### src/hdl/lcdsc_pkg.sv
// shared types, constants and helpers for the lcd scan capture decoder
`timescale 1ns / 1ps

package lcdsc_pkg;

   // bit positions in a gpio sample word
   localparam int PCLK_BIT  = 4;
   localparam int LCLK_BIT  = 6;
   localparam int RED_LSB   = 7;
   localparam int GREEN_LSB = 16;
   localparam int BLUE_LSB  = 22;
   localparam int CH_WIDTH  = 6;

   // field widths
   localparam int SAMPLE_W = 32;
   localparam int COL_W    = 9;
   localparam int LINE_W   = 10;
   localparam int COLOR_W  = 24;

   // register reset values and defaults
   localparam logic [COL_W-1:0]  ACTIVE_START_RST    = 9'd28;
   localparam logic [COL_W-1:0]  ACTIVE_END_RST      = 9'd284;
   localparam logic [LINE_W-1:0] LINES_PER_FRAME_RST = 10'd192;
   localparam int                PIXEL_LIMIT_DEF     = 350;

   // csr port
   localparam int CSR_IDX_W  = 2;
   localparam int CSR_DATA_W = LINE_W;
   localparam logic [CSR_IDX_W-1:0] CSR_ACTIVE_START    = 2'd0;
   localparam logic [CSR_IDX_W-1:0] CSR_ACTIVE_END      = 2'd1;
   localparam logic [CSR_IDX_W-1:0] CSR_LINES_PER_FRAME = 2'd2;

   // result kinds
   localparam logic KIND_PIXEL    = 1'b0;
   localparam logic KIND_LINE_END = 1'b1;

   // result queue depth
   localparam int RSP_DEPTH = 4;

   // stream widths
   localparam int REQ_DATA_W = 32;
   localparam int REQ_USER_W = 2;
   localparam int RSP_DATA_W = 48;

   typedef struct packed {
      logic                kind;
      logic [LINE_W-1:0]   line;
      logic [COL_W-1:0]    column;
      logic [COLOR_W-1:0]  color;
      logic                copy_previous;
      logic                frame_done;
      logic                last;
   } rsp_item_type;

   // up to two results produced by one decoded sample
   typedef struct packed {
      logic         v0;
      logic         v1;
      rsp_item_type item0;
      rsp_item_type item1;
   } rsp_push_type;

   // expand the three 6-bit channels into 8-bit-per-channel color
   function automatic logic [COLOR_W-1:0] color_of(input logic [SAMPLE_W-1:0] s);
      color_of = {s[RED_LSB +: CH_WIDTH], 2'b00,
                  s[GREEN_LSB +: CH_WIDTH], 2'b00,
                  s[BLUE_LSB +: CH_WIDTH], 2'b00};
   endfunction

endpackage

### src/hdl/lcdsc_core.sv
// scan state, config registers and per-sample decode logic
`timescale 1ns / 1ps

module lcdsc_core #(
   parameter int PIXEL_LIMIT = lcdsc_pkg::PIXEL_LIMIT_DEF
) (
   input  logic                                   clock,
   input  logic                                   reset,
   input  logic                                   csr_we,
   input  logic [lcdsc_pkg::CSR_IDX_W-1:0]        csr_index,
   input  logic [lcdsc_pkg::CSR_DATA_W-1:0]       csr_wdata,
   input  logic                                   step,
   input  logic [lcdsc_pkg::SAMPLE_W-1:0]         sample,
   input  logic                                   block_break,
   input  logic                                   frame_start,
   output lcdsc_pkg::rsp_push_type                push
);
   import lcdsc_pkg::*;

   localparam logic [COL_W-1:0]  PIX_MAX  = COL_W'(PIXEL_LIMIT);
   localparam logic [LINE_W-1:0] LINE_MAX = '1;

   logic [COL_W-1:0]  active_start_ff;
   logic [COL_W-1:0]  active_end_ff;
   logic [LINE_W-1:0] lines_per_frame_ff;

   logic              scan_active_ff, scan_active_in;
   logic [1:0]        prev_clocks_ff, prev_clocks_in;
   logic [COL_W-1:0]  pixel_count_ff, pixel_count_in;
   logic [LINE_W-1:0] line_count_ff, line_count_in;
   logic              line_dirty_ff, line_dirty_in;

   logic [1:0]        cur;
   logic              pclk_edge;
   logic              lclk_rise;
   logic              frame_over;
   logic              live;
   logic              in_window;
   logic              pix_emit;
   logic              line_emit;
   logic [LINE_W-1:0] line_inc;
   rsp_item_type      pix_item;
   rsp_item_type      end_item;

   // config register writes
   always_ff @(posedge clock) begin
      if (reset) begin
         active_start_ff    <= ACTIVE_START_RST;
         active_end_ff      <= ACTIVE_END_RST;
         lines_per_frame_ff <= LINES_PER_FRAME_RST;
      end else if (csr_we) begin
         unique case (csr_index)
            CSR_ACTIVE_START:    active_start_ff    <= csr_wdata[COL_W-1:0];
            CSR_ACTIVE_END:      active_end_ff      <= csr_wdata[COL_W-1:0];
            CSR_LINES_PER_FRAME: lines_per_frame_ff <= csr_wdata[LINE_W-1:0];
            default: ;
         endcase
      end
   end

   // edge detection against the previous clock levels
   assign cur        = {sample[LCLK_BIT], sample[PCLK_BIT]};
   assign pclk_edge  = cur[0] ^ prev_clocks_ff[0];
   assign lclk_rise  = cur[1] & ~prev_clocks_ff[1];
   assign frame_over = line_count_ff >= lines_per_frame_ff;
   assign live       = ~frame_start & ~frame_over & ~block_break & scan_active_ff;
   assign in_window  = (pixel_count_ff >= active_start_ff) &&
                       (pixel_count_ff < active_end_ff);
   assign pix_emit   = live & pclk_edge & ~line_dirty_ff & in_window;
   assign line_emit  = live & lclk_rise;
   assign line_inc   = (line_count_ff == LINE_MAX) ? line_count_ff
                                                    : line_count_ff + 1'b1;

   // next scan state
   always_comb begin
      scan_active_in = scan_active_ff;
      prev_clocks_in = prev_clocks_ff;
      pixel_count_in = pixel_count_ff;
      line_count_in  = line_count_ff;
      line_dirty_in  = line_dirty_ff;
      if (frame_start) begin
         scan_active_in = 1'b0;
         pixel_count_in = '0;
         line_count_in  = '0;
         line_dirty_in  = 1'b0;
         prev_clocks_in = cur;
      end else if (!frame_over) begin
         prev_clocks_in = cur;
         if (block_break) begin
            if (scan_active_ff) line_dirty_in = 1'b1;
         end else if (!scan_active_ff) begin
            if (lclk_rise) begin
               pixel_count_in = '0;
               scan_active_in = 1'b1;
               line_dirty_in  = 1'b0;
            end
         end else begin
            if (pclk_edge && !line_dirty_ff && pixel_count_ff < PIX_MAX)
               pixel_count_in = pixel_count_ff + 1'b1;
            if (lclk_rise) begin
               line_count_in  = line_inc;
               pixel_count_in = '0;
               line_dirty_in  = 1'b0;
            end
         end
      end
   end

   always_ff @(posedge clock) begin
      if (reset) begin
         scan_active_ff <= 1'b0;
         prev_clocks_ff <= '0;
         pixel_count_ff <= '0;
         line_count_ff  <= '0;
         line_dirty_ff  <= 1'b0;
      end else if (step) begin
         scan_active_ff <= scan_active_in;
         prev_clocks_ff <= prev_clocks_in;
         pixel_count_ff <= pixel_count_in;
         line_count_ff  <= line_count_in;
         line_dirty_ff  <= line_dirty_in;
      end
   end

   // result items
   always_comb begin
      pix_item               = '0;
      pix_item.kind          = KIND_PIXEL;
      pix_item.line          = line_count_ff;
      pix_item.column        = pixel_count_ff - active_start_ff;
      pix_item.color         = color_of(sample);
      pix_item.last          = ~line_emit;

      end_item               = '0;
      end_item.kind          = KIND_LINE_END;
      end_item.line          = line_count_ff;
      end_item.copy_previous = line_dirty_ff & (line_count_ff != '0);
      end_item.frame_done    = line_inc >= lines_per_frame_ff;
      end_item.last          = 1'b1;
   end

   // pixel write goes out ahead of the line end
   always_comb begin
      push.v0    = step & (pix_emit | line_emit);
      push.v1    = step & pix_emit & line_emit;
      push.item0 = pix_emit ? pix_item : end_item;
      push.item1 = end_item;
   end

endmodule

### src/hdl/lcdsc_rsp_queue.sv
// small result queue taking up to two results per cycle, one out per cycle while out_ready is high
`timescale 1ns / 1ps

module lcdsc_rsp_queue (
   input  logic                     clock,
   input  logic                     reset,
   input  lcdsc_pkg::rsp_push_type  push,
   output logic                     room_two,
   output logic                     out_valid,
   input  logic                     out_ready,
   output lcdsc_pkg::rsp_item_type  out_item
);
   import lcdsc_pkg::*;

   localparam int PTR_W = $clog2(RSP_DEPTH);
   localparam int CNT_W = $clog2(RSP_DEPTH + 1);

   rsp_item_type     entry_ff [RSP_DEPTH];
   logic [PTR_W-1:0] head_ff, head_in;
   logic [PTR_W-1:0] tail_ff, tail_in;
   logic [CNT_W-1:0] count_ff, count_in;
   logic             pop;
   logic [PTR_W-1:0] tail_next;

   assign pop       = out_valid & out_ready;
   assign out_valid = count_ff != '0;
   assign out_item  = entry_ff[head_ff];
   assign tail_next = tail_ff + 1'b1;
   // two free slots once the head transfer this cycle is counted
   assign room_two  = (CNT_W'(RSP_DEPTH) - count_ff + CNT_W'(pop)) >= CNT_W'(2);

   // pointer and fill bookkeeping
   always_comb begin
      head_in  = head_ff + PTR_W'(pop);
      tail_in  = tail_ff + PTR_W'(push.v0) + PTR_W'(push.v1);
      count_in = count_ff + CNT_W'(push.v0) + CNT_W'(push.v1) - CNT_W'(pop);
   end

   always_ff @(posedge clock) begin
      if (reset) begin
         head_ff  <= '0;
         tail_ff  <= '0;
         count_ff <= '0;
      end else begin
         head_ff  <= head_in;
         tail_ff  <= tail_in;
         count_ff <= count_in;
      end
   end

   // entry writes
   always_ff @(posedge clock) begin
      if (push.v0) entry_ff[tail_ff]   <= push.item0;
      if (push.v1) entry_ff[tail_next] <= push.item1;
   end

endmodule

### src/hdl/lcd_scan_capture_decoder.sv
// top level of the lcd scan capture decoder
`timescale 1ns / 1ps

// Decodes oversampled GPIO words from a parallel LCD bus into pixel writes and
// line ends. Each accepted sample is held in an input register and decoded
// from there once the queue has room; its zero, one or two results land in a
// four-entry result queue that feeds the rsp stream. The block takes one
// sample per clock as long as the queue has room for two results, and a sample
// that ends a line right after a pixel edge yields two results. Config
// registers are written through the csr port; the user must write them only
// while the stream is idle, which the block itself does not enforce; index 0
// active_start, 1 active_end, 2 lines_per_frame, other indexes are ignored.

module lcd_scan_capture_decoder #(
   parameter int PIXEL_LIMIT = lcdsc_pkg::PIXEL_LIMIT_DEF
) (
   input  logic                                  clock,
   input  logic                                  reset,
   // config write port
   input  logic                                  csr_we,
   input  logic [lcdsc_pkg::CSR_IDX_W-1:0]       csr_index,
   input  logic [lcdsc_pkg::CSR_DATA_W-1:0]      csr_wdata,
   // sample stream
   input  logic                                  req_tvalid,
   output logic                                  req_tready,
   input  logic [lcdsc_pkg::REQ_DATA_W-1:0]      req_tdata,  // sample
   input  logic [lcdsc_pkg::REQ_USER_W-1:0]      req_tuser,  // block_break, frame_start
   // result stream
   output logic                                  rsp_tvalid,
   input  logic                                  rsp_tready,
   // line, column, color, copy_previous, frame_done, zero fill
   output logic [lcdsc_pkg::RSP_DATA_W-1:0]      rsp_tdata,
   output logic                                  rsp_tuser,  // kind
   output logic                                  rsp_tlast
);
   import lcdsc_pkg::*;

   logic                in_valid_ff;
   logic [SAMPLE_W-1:0] in_sample_ff;
   logic                in_break_ff;
   logic                in_frame_ff;
   logic                room_two;
   logic                step;
   rsp_push_type        push;
   rsp_item_type        head;

   // input register advances when the queue can take a full result pair
   assign step       = in_valid_ff & room_two;
   assign req_tready = ~in_valid_ff | room_two;

   always_ff @(posedge clock) begin
      if (reset) begin
         in_valid_ff <= 1'b0;
      end else if (req_tready) begin
         in_valid_ff <= req_tvalid;
      end
   end

   always_ff @(posedge clock) begin
      if (req_tready && req_tvalid) begin
         in_sample_ff <= req_tdata;
         in_break_ff  <= req_tuser[0];
         in_frame_ff  <= req_tuser[1];
      end
   end

   lcdsc_core #(
      .PIXEL_LIMIT (PIXEL_LIMIT)
   ) u_core (
      .clock       (clock),
      .reset       (reset),
      .csr_we      (csr_we),
      .csr_index   (csr_index),
      .csr_wdata   (csr_wdata),
      .step        (step),
      .sample      (in_sample_ff),
      .block_break (in_break_ff),
      .frame_start (in_frame_ff),
      .push        (push)
   );

   lcdsc_rsp_queue u_rsp_queue (
      .clock     (clock),
      .reset     (reset),
      .push      (push),
      .room_two  (room_two),
      .out_valid (rsp_tvalid),
      .out_ready (rsp_tready),
      .out_item  (head)
   );

   // pack the head result onto the stream
   assign rsp_tdata = {3'b000, head.frame_done, head.copy_previous,
                       head.color, head.column, head.line};
   assign rsp_tuser = head.kind;
   assign rsp_tlast = head.last;

endmodule
### config.mk
export PLATFORM = sky130hd
export DESIGN_NAME = lcd_scan_capture_decoder
export DESIGN_NICKNAME = d
export VERILOG_FILES = /design/src/hdl/lcdsc_pkg.sv /design/src/hdl/lcdsc_core.sv /design/src/hdl/lcdsc_rsp_queue.sv /design/src/hdl/lcd_scan_capture_decoder.sv
export SDC_FILE = /design/constraint.sdc
export NUM_CORES = 1
export LEC_CHECK = 0
export BUFFER_PORTS_ARGS = -buffer_cell sky130_fd_sc_hd__buf_2
export CELL_PAD_IN_SITES_DETAIL_PLACEMENT = 1
export CELL_PAD_IN_SITES_GLOBAL_PLACEMENT = 1
export CORE_ASPECT_RATIO = 2
export CORE_MARGIN = 1.5
export CORE_UTILIZATION = 47
export DETAILED_ROUTE_END_ITERATION = 8
export GPL_TIMING_DRIVEN = 0
export PLACE_DENSITY_LB_ADDON = 0.1
export SYNTH_ARGS = -nofsm -noshare
export SYNTH_HDL_FRONTEND = slang
export SYNTH_SLANG_ARGS = --single-unit
### constraint.sdc
create_clock -name clock -period 5.24 [get_ports clock]
set_clock_uncertainty 0.05 [all_clocks]
set_input_delay 0.262 -clock clock [delete_from_list [all_inputs] [get_ports clock]]
set_output_delay 0.262 -clock clock [all_outputs]
set_load 0.1 [all_outputs]
### Yosys cells after proc, flatten, opt, wreduce, memory -nomap -nowiden

Memories as Yosys holds them, arrays and structs flattened. A register that Yosys moved wholly into a read port is not among the register bits.
Cells that the tools add are included.

| word-level totals | value |
|---|---|
| memories kept | 1 |
| bits in registers | 89 |
| bits of input ports | 51 |
| output and inout bits | 52 |
| RAM bits | 188 |

Memories:

| memory | depth | width | read ports | clocked after memory_dff | wr ports | RTL line | RTL |
|---|---|---|---|---|---|---|---|
| u_rsp_queue.entry_ff | 4 | 47 | 1 | 1 | 2 | lcdsc_rsp_queue.sv:18 | `rsp_item_type entry_ff [RSP_DEPTH];` |

| operators by class | value |
|---|---|
| add/sub/neg operators | 12 |
| multiplexer cells | 31 |
| bitwise gates (word level) | 24 |
| eq/ne operators | 6 |
| $lt $le $gt $ge | 6 |
| reduce and logical (&&, ||, !) cells | 21 |

Operator list:

| operator | count |
|---|---|
| $mux W9 | 7 |
| $mux W10 | 6 |
| $mux W47 | 1 |
| $ge A10 B10 Y1 | 2 |
| $and A1 B1 Y1 | 14 |
| $mux W1 | 14 |
| $reduce_bool A3 Y1 | 4 |
| $add A10 B1 Y10 const B | 1 |
| $eq A10 B10 Y1 const B | 1 |
| $reduce_and A5 Y1 | 2 |
| $reduce_bool A10 Y1 | 1 |
| $add A3 B1 Y3 | 3 |
| $add A9 B1 Y9 const B | 1 |
| $ge A9 B9 Y1 | 1 |
| $lt A9 B9 Y1 | 1 |
| $lt A9 B9 Y1 const B | 1 |
| $sub A9 B9 Y9 | 1 |
| $reduce_and A2 Y1 | 4 |
| $not A1 Y1 | 7 |
| $add A2 B1 Y2 | 3 |
| $mux W2 | 3 |
| $logic_and A1 B1 Y1 | 4 |
| $reduce_and A4 Y1 | 1 |
| $reduce_bool A2 Y1 | 2 |
| 14 further kinds | 15 |

### Depth between registers and ports, before layout

Gate-level depths: netlist of the first run.

| depth | value |
|---|---|
| word-level depth | 13 |
| depth in mapped cells | 17 |
| mapped depth without buffers | 14 |

### Cells and area by module

Synthesis of the first run repeated with hierarchy kept, for this count alone.

| second synthesis, totals | value |
|---|---|
| cells, all modules | 1048 |
| area total of the unflattened synthesis | 14796.7 um^2 |

By module, submodules not included:

| module | area an instance (um^2) | cells each | instances |
|---|---|---|---|
| lcdsc_rsp_queue | 9613.0 | 496 | 1 |
| lcdsc_core | 4073.9 | 508 | 1 |
| lcd_scan_capture_decoder | 1109.8 | 44 | 1 |

### Worst setup path before layout of the first run

No wires, ideal clock.

| timing path | value |
|---|---|
| kind | reg-to-reg |
| start point | register u_core.line_count_ff[0] |
| end point | register u_rsp_queue.count_ff[2] |
| data required time | 5.062 ns |
| buffers on the path | 2 |
| path slack | 1.519 ns |
| library setup time | 0.128 ns |
| clock period less this slack | 3.721 ns |
| stages on the path, launching flop included | 17 |
| data arrival time | 3.543 ns |
| path through | dfxtp_1 -> inv_1 -> ha_1 -> nand2b_1 -> a211o_1 -> a211oi_4 -> and3_1 -> buf_4 -> a21oi_1 -> buf_4 -> ha_1 -> inv_1 -> fa_1 -> fa_1 -> xnor2_1 -> xnor2_1 -> nor2_1 |

| between the ends | value |
|---|---|
| cells in the longest elaborated chain, start to end | 13 |
| elaborated cells on any way between the ends | 16 |
| those cells by class | 3 x add/sub; 1 x order compare; 12 x bitwise |

RTL lines:

| item | RTL line | RTL |
|---|---|---|
| start, declared | lcdsc_core.sv:30 | `logic [LINE_W-1:0] line_count_ff, line_count_in;` |
| start signal, assigned | lcdsc_core.sv:120 | `line_count_ff <= line_count_in;` |
| $ge A10 B10 Y1 * | lcdsc_core.sv:65 | `assign frame_over = line_count_ff >= lines_per_frame_ff;` |
| $not A1 Y1 * | lcdsc_core.sv:66 | `assign live = ~frame_start & ~frame_over & ~block_break & scan_active_ff;` |
| $and A1 B1 Y1 * (3 in series) | lcdsc_core.sv:66 |  |
| $and A1 B1 Y1 (3 in series) | lcdsc_core.sv:69 | `assign pix_emit = live & pclk_edge & ~line_dirty_ff & in_window;` |
| $or A1 B1 Y1 | lcdsc_core.sv:144 | `push.v0 = step & (pix_emit \| line_emit);` |
| $and A1 B1 Y1 | lcdsc_core.sv:144 |  |
| $add A3 B1 Y3 | lcdsc_rsp_queue.sv:36 | `count_in = count_ff + CNT_W'(push.v0) + CNT_W'(push.v1) - CNT_W'(pop);` |
| $add A3 B1 Y3 * | lcdsc_rsp_queue.sv:36 |  |
| $sub A3 B1 Y3 * | lcdsc_rsp_queue.sv:36 |  |
| end signal, assigned | lcdsc_rsp_queue.sv:47 | `count_ff <= count_in;` |
| end, declared | lcdsc_rsp_queue.sv:21 | `logic [CNT_W-1:0] count_ff, count_in;` |

Every way passes the cells marked *; elsewhere a longest branch is shown, timed or not.
A chain may end at the register's enable or synchronous reset.

### Final worst setup path of the first run

Same ends and word-level chain as after synthesis.

==> reports/metrics.yaml, run 1 <==
syn_area_per_cell_um2: 10.5
drt_iter0_drc: 371
cts_buffers: 24
reg2reg_to: "u_rsp_queue.count_ff[2]$_SDFF_PP0_"
p_switching_uw: 1520
ioPinCount: 103
multi_input_area_mm2: 0.00553
rr_worst_depth: 16
crit_path_end_kind: "register"
min_from: "csr_index[1]"
cts-root-buf: "clkbuf_16"
crit_arrival_ps: 4510
fillers: 2698
synth_largest_area_cell: "dfxtp_1"
die_h_um: 226
cts-resized-gates: 0
power_density_mw_per_mm2: 354
vdd_drop_max_uv: 313
drv_cap: 0
p_seq_frac: 0.419
clkTransAtPathRegs_ps: 70
power.internal_uw: 3340
grt_pass1_vias: 9676
syn_inst: 1113
clkLatencyLatePin_ps: 540
ys_top_cells_by_area: "dfxtp_1 30%, edfxtp_1 18%, mux2i_1 8.0%"
fin_crit_ps: 4160
tns_ps: 0
stdcell_count: 1612
setup_violations: 0
met1_length_um: 11700
fmax_mhz: 240
num_rows: 81
min_to: "u_core.lines_per_frame_ff[6]$_SDFFE_PP1P_"
hold_path_class: "in2reg"
num_antenna_cells: 0
drc: 0
ys_seq_area_frac: 0.480
rrSetupSlack_ps: 1080
io_buffers: 80
core_area_mm2: 0.0244
cp_max_fo: 11
gp_congestion: 0.811
leakagePower_uw: 0.00535
cts.sinks: 245
synth_edf_count: 70
overflow: 0
tightest_slew_ps: 1050
grt_use_total: 0.264
via_count: 8855
viasPerCell: 5.49
antenna_left: 0
top_layer: "met4"
post-route-period-util: 0.794
dp_hpwl_um: 24400
netlist.area_leader.share: 0.300
hold_viol: 0
syn_area_mm2: 0.0117
grt_start_max_net_pins: 19
max_slew_margin: 0.300
cp-start-kind: "register"
postCtsSetupBuffers: 0
cts_tree: "built"
yosys_warnings: 0
synth.distinct_cells: 64
synth-async-reset-ratio: 0
dp_slack_ps: 1110
drive_gt1_frac: 0.168
htree_levels: 1
nets: 1360
clockBufferDepth: 3
crit_type: "reg2reg"
whs_path_depth: 5
grt_pass1_wl_um: 52500
start_util: 0.478
required_ps: 5590
yosys-top-cells-count: "175 x dfxtp_1, 171 x nor2_1, 93 x mux2i_1, 70 x edfxtp_1, 56 x nand2_1"
seqCellArea_mm2: 0.00561
p_comb_frac: 0.213
drt-total-wl_um: 32600
rsz0062_at_grt: "false"
slew_viol_final: 0
antenna_found_initial: 0
firstDrtPassIters: 4
r2r-start: "u_core.line_count_ff[0]$_SDFFE_PP0P_"
status: "finished, final reports clean"
wl_met2_um: 19000
die_area_mm2: 0.0259
power.share.clock: 0.369
final_util: 0.561
yosysMostFrequentCell: "dfxtp_1"
ys.flop_type: "dfxtp_1"
area_growth_pct: 17.4
wire_per_inst_um: 20.3
routed-wl-met3_um: 625
timing.final.ws_setup_ps: 1080
synth-seq-cells: 245
dp.cells: 1535
die_x_um: 114
sw_frac_of_total: 0.313
==> cells in the final DEF, fill, tap and decap left out, types with 33 or more instances in the layout <==
cell / count
inv_1: 43
nand2_1: 56
mux4_2: 41
a21oi_1: 44
dlygate4sd3_1: 33
o21ai_0: 40
nor2_1: 171
buf_2: 95
mux2i_1: 93
edfxtp_1: 70
ha_1: 43
nand3_1: 38
dfxtp_1: 175
==> metal layers <==
metal / up-vias / GRT usage
met5: - / 0
met4: 0 / 0.116
met3: 70 / 0.0199
met2: 133 / 0.532
met1: 4431 / 0.266
li1: 4221 / -
==> area by class of cell <==
type,instances,area share
Buffer,76,0.0307
Multi-Input combinational cell,755,0.403
Sequential cell,245,0.409
Clock inverter,12,0.00785
Timing Repair Buffer,115,0.0556
Clock buffer,32,0.0513
Tap cell,332,0.0303
Inverter,45,0.0123
==> registers in the layout, indices dropped and copies added (netlist names) <==
signal	flops
u_rsp_queue.tail_ff	2
in_valid_ff	1
u_rsp_queue.count_ff	3
u_rsp_queue.head_ff	2
in_sample_ff	20
u_core.active_start_ff	9
u_core.line_dirty_ff	1
u_core.active_end_ff	9
u_core.line_count_ff	10
u_rsp_queue.entry_ff	164
in_break_ff	1
u_core.scan_active_ff	1
u_core.prev_clocks_ff	2
u_core.lines_per_frame_ff	10
u_core.pixel_count_ff	9
in_frame_ff	1
==> worst max-delay path by stage <==
stage	endpoint	from	slack [ps]
3_5_place_dp	u_rsp_queue.count_ff[2]$_SDFF_PP0_	u_core.line_count_ff[0]$_SDFFE_PP0P_	1110
2_1_floorplan	u_rsp_queue.count_ff[2]$_SDFF_PP0_	u_core.line_count_ff[0]$_SDFFE_PP0P_	1520
4_1_cts	u_rsp_queue.count_ff[2]$_SDFF_PP0_	u_core.line_count_ff[0]$_SDFFE_PP0P_	1080
6_report	u_rsp_queue.count_ff[2]$_SDFF_PP0_	u_core.line_count_ff[0]$_SDFFE_PP0P_	1080
5_1_grt	u_rsp_queue.count_ff[2]$_SDFF_PP0_	u_core.line_count_ff[0]$_SDFFE_PP0P_	840
3_3_place_gp	u_rsp_queue.count_ff[2]$_SDFF_PP0_	u_core.pixel_count_ff[8]$_SDFFE_PP0P_	1140
==> power by group through the flow <==
stage               logic (uW)  registers [uW]  clock network, uW
CTS                       1050            2040               1820
global placement           994            2080                  0
detailed placement        1020            2080                  0
floorplan                  815            2070                  0
global route              1100            2040               1890
finish                    1030            2040               1790
==> critical path, cell delays in order (launching register included) <==
cell and delay (ps):
dfxtp_1 430, inv_1 190, ha_1 320, nand2b_1 140
a211o_1 350, a211oi_4 340, and3_1 210, buf_4 180
a21oi_1 80, buf_4 240, ha_1 280, inv_1 40
fa_1 380, fa_1 390, xnor2_1 190, xnor2_1 130
nor2_1 60
==> per-stage QoR <==
step                hold slack [ps]  instance area (um2)  power [uW]
finish                          160                13700        4860
global placement                384                12500        3070
CTS                             154                13700        4900
detailed placement              391                12600        3100
global route                    203                13700        5030
floorplan                       311                11700        2880
==> logic make-up (layout without fill, tap and decap cells) <==
logic type | Yosys count | in the layout | synth area share
other cells | 1 | 9 | 0.000321
xor+xnor | 22 | 22 | 0.0165
mux | 134 | 134 | 0.159
simple gates | 388 | 388 | 0.157
buf+inv | 121 | 280 | 0.0504
fa+ha+maj | 47 | 47 | 0.0529
flops | 245 | 245 | 0.480
compound gates | 155 | 155 | 0.0845
==> repair_timing <==
| action | CTS | global route |
|---|---|---|
| endpoints found under the hold margin | 51 | 0 |
| hold buffers | 33 | 0 |
| setup endpoints to repair | 0 | 0 |
(Power assumes the default switching activity.)
==> run 2, diff against run 1 <==
ABC_AREA = 1   (was default)
CORE_UTILIZATION = 44   (was 47)
clock period = 4.13 ns   (was 5.24 ns; I/O delays follow)
==> run 2 against run 1 <==
Synthesized cell count grew 50%. Non-clock buffer count up 20. Power increased by 89%. Utilization decreased by 3.5 points. Die area is 13% higher. Largest cell class is now multi-input gates.
==> reports/metrics.yaml, run 2 <==
start_util: 0.449
cp_common_cell: "inv_1"
synth_edf_count: 70
nets: 1920
cts-root-buf: "clkbuf_16"
cts_buffers: 24
wire_per_inst_um: 21.6
ys_top_cells_by_area: "dfxtp_1 28%, edfxtp_1 17%, nand2_1 9.6%"
ys_seq_area_frac: 0.453
required_ps: 4550
overflow: 0
antenna_left: 0
drt_iter0_drc: 581
die_x_um: 122
status: "finished, final reports clean"
final_common_cell: "nand2_1"
regMostFlops: "u_rsp_queue.entry_ff"
hold_path_class: "in2reg"
crit_path_cell_trace: "clkinv_2 > ha_1 > inv_1 > nand2_1 > nand2_1 > nand2_1 > nand3_1 > nand4_1 > inv_1 > nand2_1 > nand2_2 > buf_6 > inv_1 > ha_1 > inv_1 > fa_1 > fa_1 > inv_1 > o21ai_0 > a21oi_1"
grt_pass1_vias: 13000
critPathTopFamily: "adder cells"
wl_met2_um: 25700
syn_area_mm2: 0.0124
vdd_drop_max_uv: 469
yosysMostFrequentCell: "nand2_1"
clockBufferDepth: 3
synth_largest_area_cell: "dfxtp_1"
drv_cap: 0
fmax_mhz: 263
synthAdderAreaFrac: 0.0500
io_buffers: 81
power_density_mw_per_mm2: 632
synth_top_family_by_area: "simple AND/OR/NAND/NOR gates"
num_rows: 86
crit_arrival_ps: 4220
met1_length_um: 15900
yosys.area_share.simple: 0.260
viasPerCell: 5.58
reg.largest.list: "u_rsp_queue.entry_ff: 164 flops, in_sample_ff: 20 flops"
tightest_slew_ps: 1200
leakagePower_uw: 0.00693
core_area_mm2: 0.0275
via_count: 12200
die_h_um: 240
synth.distinct_cells: 39
ioPinCount: 103
rsz0062_at_grt: "false"
grt_use_total: 0.328
cp-start-kind: "register"
routed-wl-met3_um: 1790
clkLatencyLatePin_ps: 550
drc: 0
slew_viol_final: 0
fin_crit_ps: 3800
cpMaxStageDelayCell: "dfxtp_1"
clkTransAtPathRegs_ps: 60
antenna_found_initial: 0
max_slew_margin: 0.197
cts_tree: "built"
cp_max_fo: 19
gp_congestion: 0.939
syn_area_per_cell_um2: 7.39
worstPathBufferInverterCount: 7
die_area_mm2: 0.0292
dp_hpwl_um: 34900
crit_type: "reg2reg"
final_cell_mix: "317 x nand2_1, 304 x nor2_1, 175 x dfxtp_1"
grt_pass1_wl_um: 71500
firstDrtPassIters: 5
htree_levels: 1
synth-async-reset-ratio: 0
ys.flop_type: "dfxtp_1"
hold_viol: 0
drt-total-wl_um: 47400
largest_reg_flops: 164
fillers: 3544
netlist.area_leader.share: 0.283
max_stage_delay_ps: 390
yosys-top-cells-count: "317 x nand2_1, 304 x nor2_1, 175 x dfxtp_1, 158 x a21oi_1, 143 x inv_1"
top_layer: "met4"
syn_inst: 1674
timing.final.ws_setup_ps: 326
setup_violations: 0
grt_start_max_net_pins: 23
crit_path_end_kind: "register"
cts.sinks: 245
post-route-period-util: 0.921
tns_ps: 0
synth_xor_area_frac: 0.00992
synth-seq-cells: 245
yosys_warnings: 0
dp_slack_ps: -56.1
num_antenna_cells: 0
drive_gt1_frac: 0.104
area_growth_pct: 17.3
synth.area.mux_share: 0
synth_compound_area_frac: 0.140
[run 2: cell types whose count changed after synthesis, moves of 33 or more]
cell     before  now
inv_1        43  143
nor2_1      171  304
nand2_1      56  317
o21ai_0      40  115
nand3_1      38  118
a21oi_1      45  158
o22ai_1       1   34
mux4_2       41    0
mux2i_1      93    0
[run 2: worst register-to-register path, cell delays in order, from the launching register on]
cell	delay, ps
dfxtp_1	390
clkinv_2	180
ha_1	330
inv_1	50
nand2_1	40
nand2_1	50
nand2_1	40
nand3_1	110
nand4_1	220
inv_1	110
nand2_1	190
nand2_2	230
buf_6	250
inv_1	120
ha_1	280
inv_1	50
fa_1	370
fa_1	360
inv_1	70
o21ai_0	80
a21oi_1	140
[run 2: routing by layer]
metal | up-vias | GRT usage
met5 | - | 0
met4 | 0 | 0.248
met3 | 199 | 0.0465
met2 | 368 | 0.630
met1 | 5903 | 0.302
li1 | 5762 | -
[run 2: path summary, 6_finish.rpt]
path / startpoint / end / slack, ps / depth (start not counted)
worst min register to register: u_rsp_queue.entry_ff[1][46]$_SDFFE_PP1N_ / u_rsp_queue.entry_ff[1][46]$_SDFFE_PP1N_ / 410 / 2
worst max-delay path: u_core.line_count_ff[0]$_SDFFE_PP0P_ / u_rsp_queue.count_ff[2]$_SDFF_PP0_ / 330 / 20
worst min-delay path: csr_index[1] / u_core.active_start_ff[2]$_SDFFE_PP1P_ / 40 / 3
worst max register to register: u_core.line_count_ff[0]$_SDFFE_PP0P_ / u_rsp_queue.count_ff[2]$_SDFF_PP0_ / 330 / 20
[run 2: what timing repair did]
action | 4_1_cts | 5_1_grt
buffers inserted | 0 | 0
endpoints found under the hold margin | 47 | 0
resized for setup | 1 | 0
hold buffers | 34 | 0
pin swaps | 0 | 0
setup endpoints to repair | 2 | 2
[run 2: cell type report]
type / count / area (um2) / area share
clock inverters: 15 / 265 / 0.0183
flip-flops and latches: 245 / 5610 / 0.386
repair buffers: 115 / 746 / 0.0514
multi-input cells: 1183 / 5720 / 0.394
plain buffers: 96 / 474 / 0.0327
well taps: 352 / 440 / 0.0304
clock buffers: 29 / 661 / 0.0455
inverters: 157 / 591 / 0.0407
[run 2: stage by stage]
stage	hold slack (ps)	cells	cell area (um2)	total power, uW	util
floorplan	226	1682	12400	5740	-
global placement	332	2115	13200	6520	0.481
detailed placement	335	2115	13200	6560	0.481
CTS	30.9	2193	14500	9180	0.527
global route	68.1	2192	14500	9450	0.527
finish	42.6	2192	14500	9170	0.527
[run 2: kinds of logic (layout without fill, tap and decap cells)]
logic type      Yosys count  in the layout
buf+inv                 254            412
simple gates            786            786
compound gates          327            327
xor+xnor                 14             14
fa+ha+maj                47             47
other cells               1              9
flops                   245            245
[run 2: power by group]
part | total (uW) | internal, uW | leakage, uW | switching [uW]
clock | 2610 | 1580 | 0.000444 | 1020
sequential | 2700 | 2610 | 0.00212 | 90.1
combinational | 3860 | 632 | 0.00436 | 3230
total | 9170 | 4830 | 0.00693 | 4340
==> run 3, diff against run 2 <==
GPL_TIMING_DRIVEN = 1   (was 0)
PLACE_DENSITY = 0.76   (was default)
PLACE_DENSITY_LB_ADDON = default   (was 0.1)
clock period = 4.3 ns   (was 4.13 ns; I/O delays follow)
==> run 3 against run 2 <==
Sequential power down 4%. Critical endpoint unchanged. Cell count down 3.6%. Sequential cell count unchanged. Clock power down 16%. Power down 9.2%. Largest cell class unchanged. Count of clock-buffer cells in the layout up 2. Routed wire length down 17%.
==> reports/metrics.yaml, run 3 (synthesis gave the netlist of run 2 again) <==
status: "finished, final reports clean"
clkTransAtPathRegs_ps: 60
num_rows: 86
io_buffers: 81
grt_start_max_net_pins: 177
postCtsSetupBuffers: 0
cts.sinks: 245
grt_use_met3: 0.0256
dp.cells: 2037
grt_use_total: 0.276
reg.largest.list: "u_rsp_queue.entry_ff: 164 flops, in_sample_ff: 20 flops"
hold_path_class: "in2reg"
cts-root-buf: "clkbuf_16"
setup_violations: 0
viasPerCell: 5.43
cp-start-kind: "register"
r2r-start: "u_core.line_count_ff[0]$_SDFFE_PP0P_"
via_count: 11500
stdcell_count: 2114
seqCellArea_mm2: 0.00561
required_ps: 4720
die_h_um: 240
clkLatencyLatePin_ps: 540
cp_max_fo: 8
grtUsageMet2: 0.548
slew_viol_final: 0
fillers: 3540
antenna_left: 0
num_antenna_cells: 0
drc: 0
wire_per_inst_um: 18.6
die_x_um: 122
cts_buffers: 24
dp_hpwl_um: 26300
final_common_cell: "nand2_1"
ioPinCount: 103
drv_cap: 0
rsz0062_at_grt: "false"
core_area_mm2: 0.0275
start_util: 0.449
tns_ps: 0
clockBufferDepth: 3
cts_tree: "built"
grt_pass1_wl_um: 62600
multi_input_area_mm2: 0.00575
crit_type: "reg2reg"
largest_reg_flops: 164
htree_levels: 1
drt_iter0_drc: 532
crit_start: "u_core.line_count_ff[0]$_SDFFE_PP0P_"
crit_arrival_ps: 4000
antenna_found_initial: 0
max_slew_margin: 0.267
leakagePower_uw: 0.00673
min_from: "csr_index[0]"
nets: 1842
top_usage_layer: "met2"
crit_path_end_kind: "register"
vdd_drop_max_uv: 535
die_area_mm2: 0.0292
power_density_mw_per_mm2: 592
cts-resized-gates: 0
final_cell_mix: "317 x nand2_1, 301 x nor2_1, 174 x dfxtp_1"
overflow: 0
drive_gt1_frac: 0.0982
cts.hold.buffers_added: 33
gp_congestion: 0.850
firstDrtPassIters: 5
hold_viol: 0
regMostFlops: "u_rsp_queue.entry_ff"
tightest_slew_ps: 1100
fmax_mhz: 279
met1_usage: 0.275
fin_crit_ps: 3590
area_growth_pct: 13.9
post-route-period-util: 0.834
drt-total-wl_um: 39200
grt_pass1_vias: 12300
==> run 3: final timing paths <==
path / end / slack (ps) / cells after the start
worst max-delay path: u_rsp_queue.count_ff[2]$_SDFF_PP0_ / 710 / 19
worst min-delay path: u_core.lines_per_frame_ff[6]$_SDFFE_PP1P_ / 30 / 3
worst max register to register: u_rsp_queue.count_ff[2]$_SDFF_PP0_ / 710 / 19
worst min register to register: u_rsp_queue.entry_ff[3][46]$_SDFFE_PP1N_ / 410 / 2
==> run 3: report_power, final <==
part           internal, uW  total (uW)  switching [uW]
Combinational           578        3540            2970
Clock                  1250        2190             944
Sequential             2510        2600            85.3
==> run 3: final cells by class <==
class	count	share of cell area
Multi-Input combinational cell	1183	0.408
Sequential cell	245	0.398
Timing Repair Buffer	133	0.0633
Clock buffer	31	0.0489
Inverter	157	0.0419
Tap cell	352	0.0313
Clock inverter	13	0.00809
==> run 3: worst max-delay path: stages, from the launching register on <==
cell	delay (ps)
dfxtp_1	370
clkinv_1	260
ha_1	370
inv_1	60
nand2_1	50
nand2_1	50
nand2_1	40
nand3_1	90
nand4_1	220
inv_1	110
nand2_1	210
nand2_4	150
inv_1	90
ha_1	280
inv_1	50
fa_1	370
fa_1	370
inv_1	80
o21ai_0	90
a21oi_1	160
==> run 3: through the flow <==
stage	cell area (um2)	util	power [uW]	worst slack [ps]	hold WS [ps]
floorplan	12400	-	5510	786	234
global placement	12900	0.470	6140	782	342
detailed placement	12900	0.470	6180	635	344
CTS	14100	0.511	8390	627	16.1
global route	14100	0.511	8670	446	45.0
finish	14100	0.511	8330	715	30.6
==> run 3: per-layer routing <==
metal  part of all wire  up-vias
li1                   -     5608
met4              0.050        0
met2               0.55      169
met1               0.37     5603
met5                  0        -
met3              0.023      104
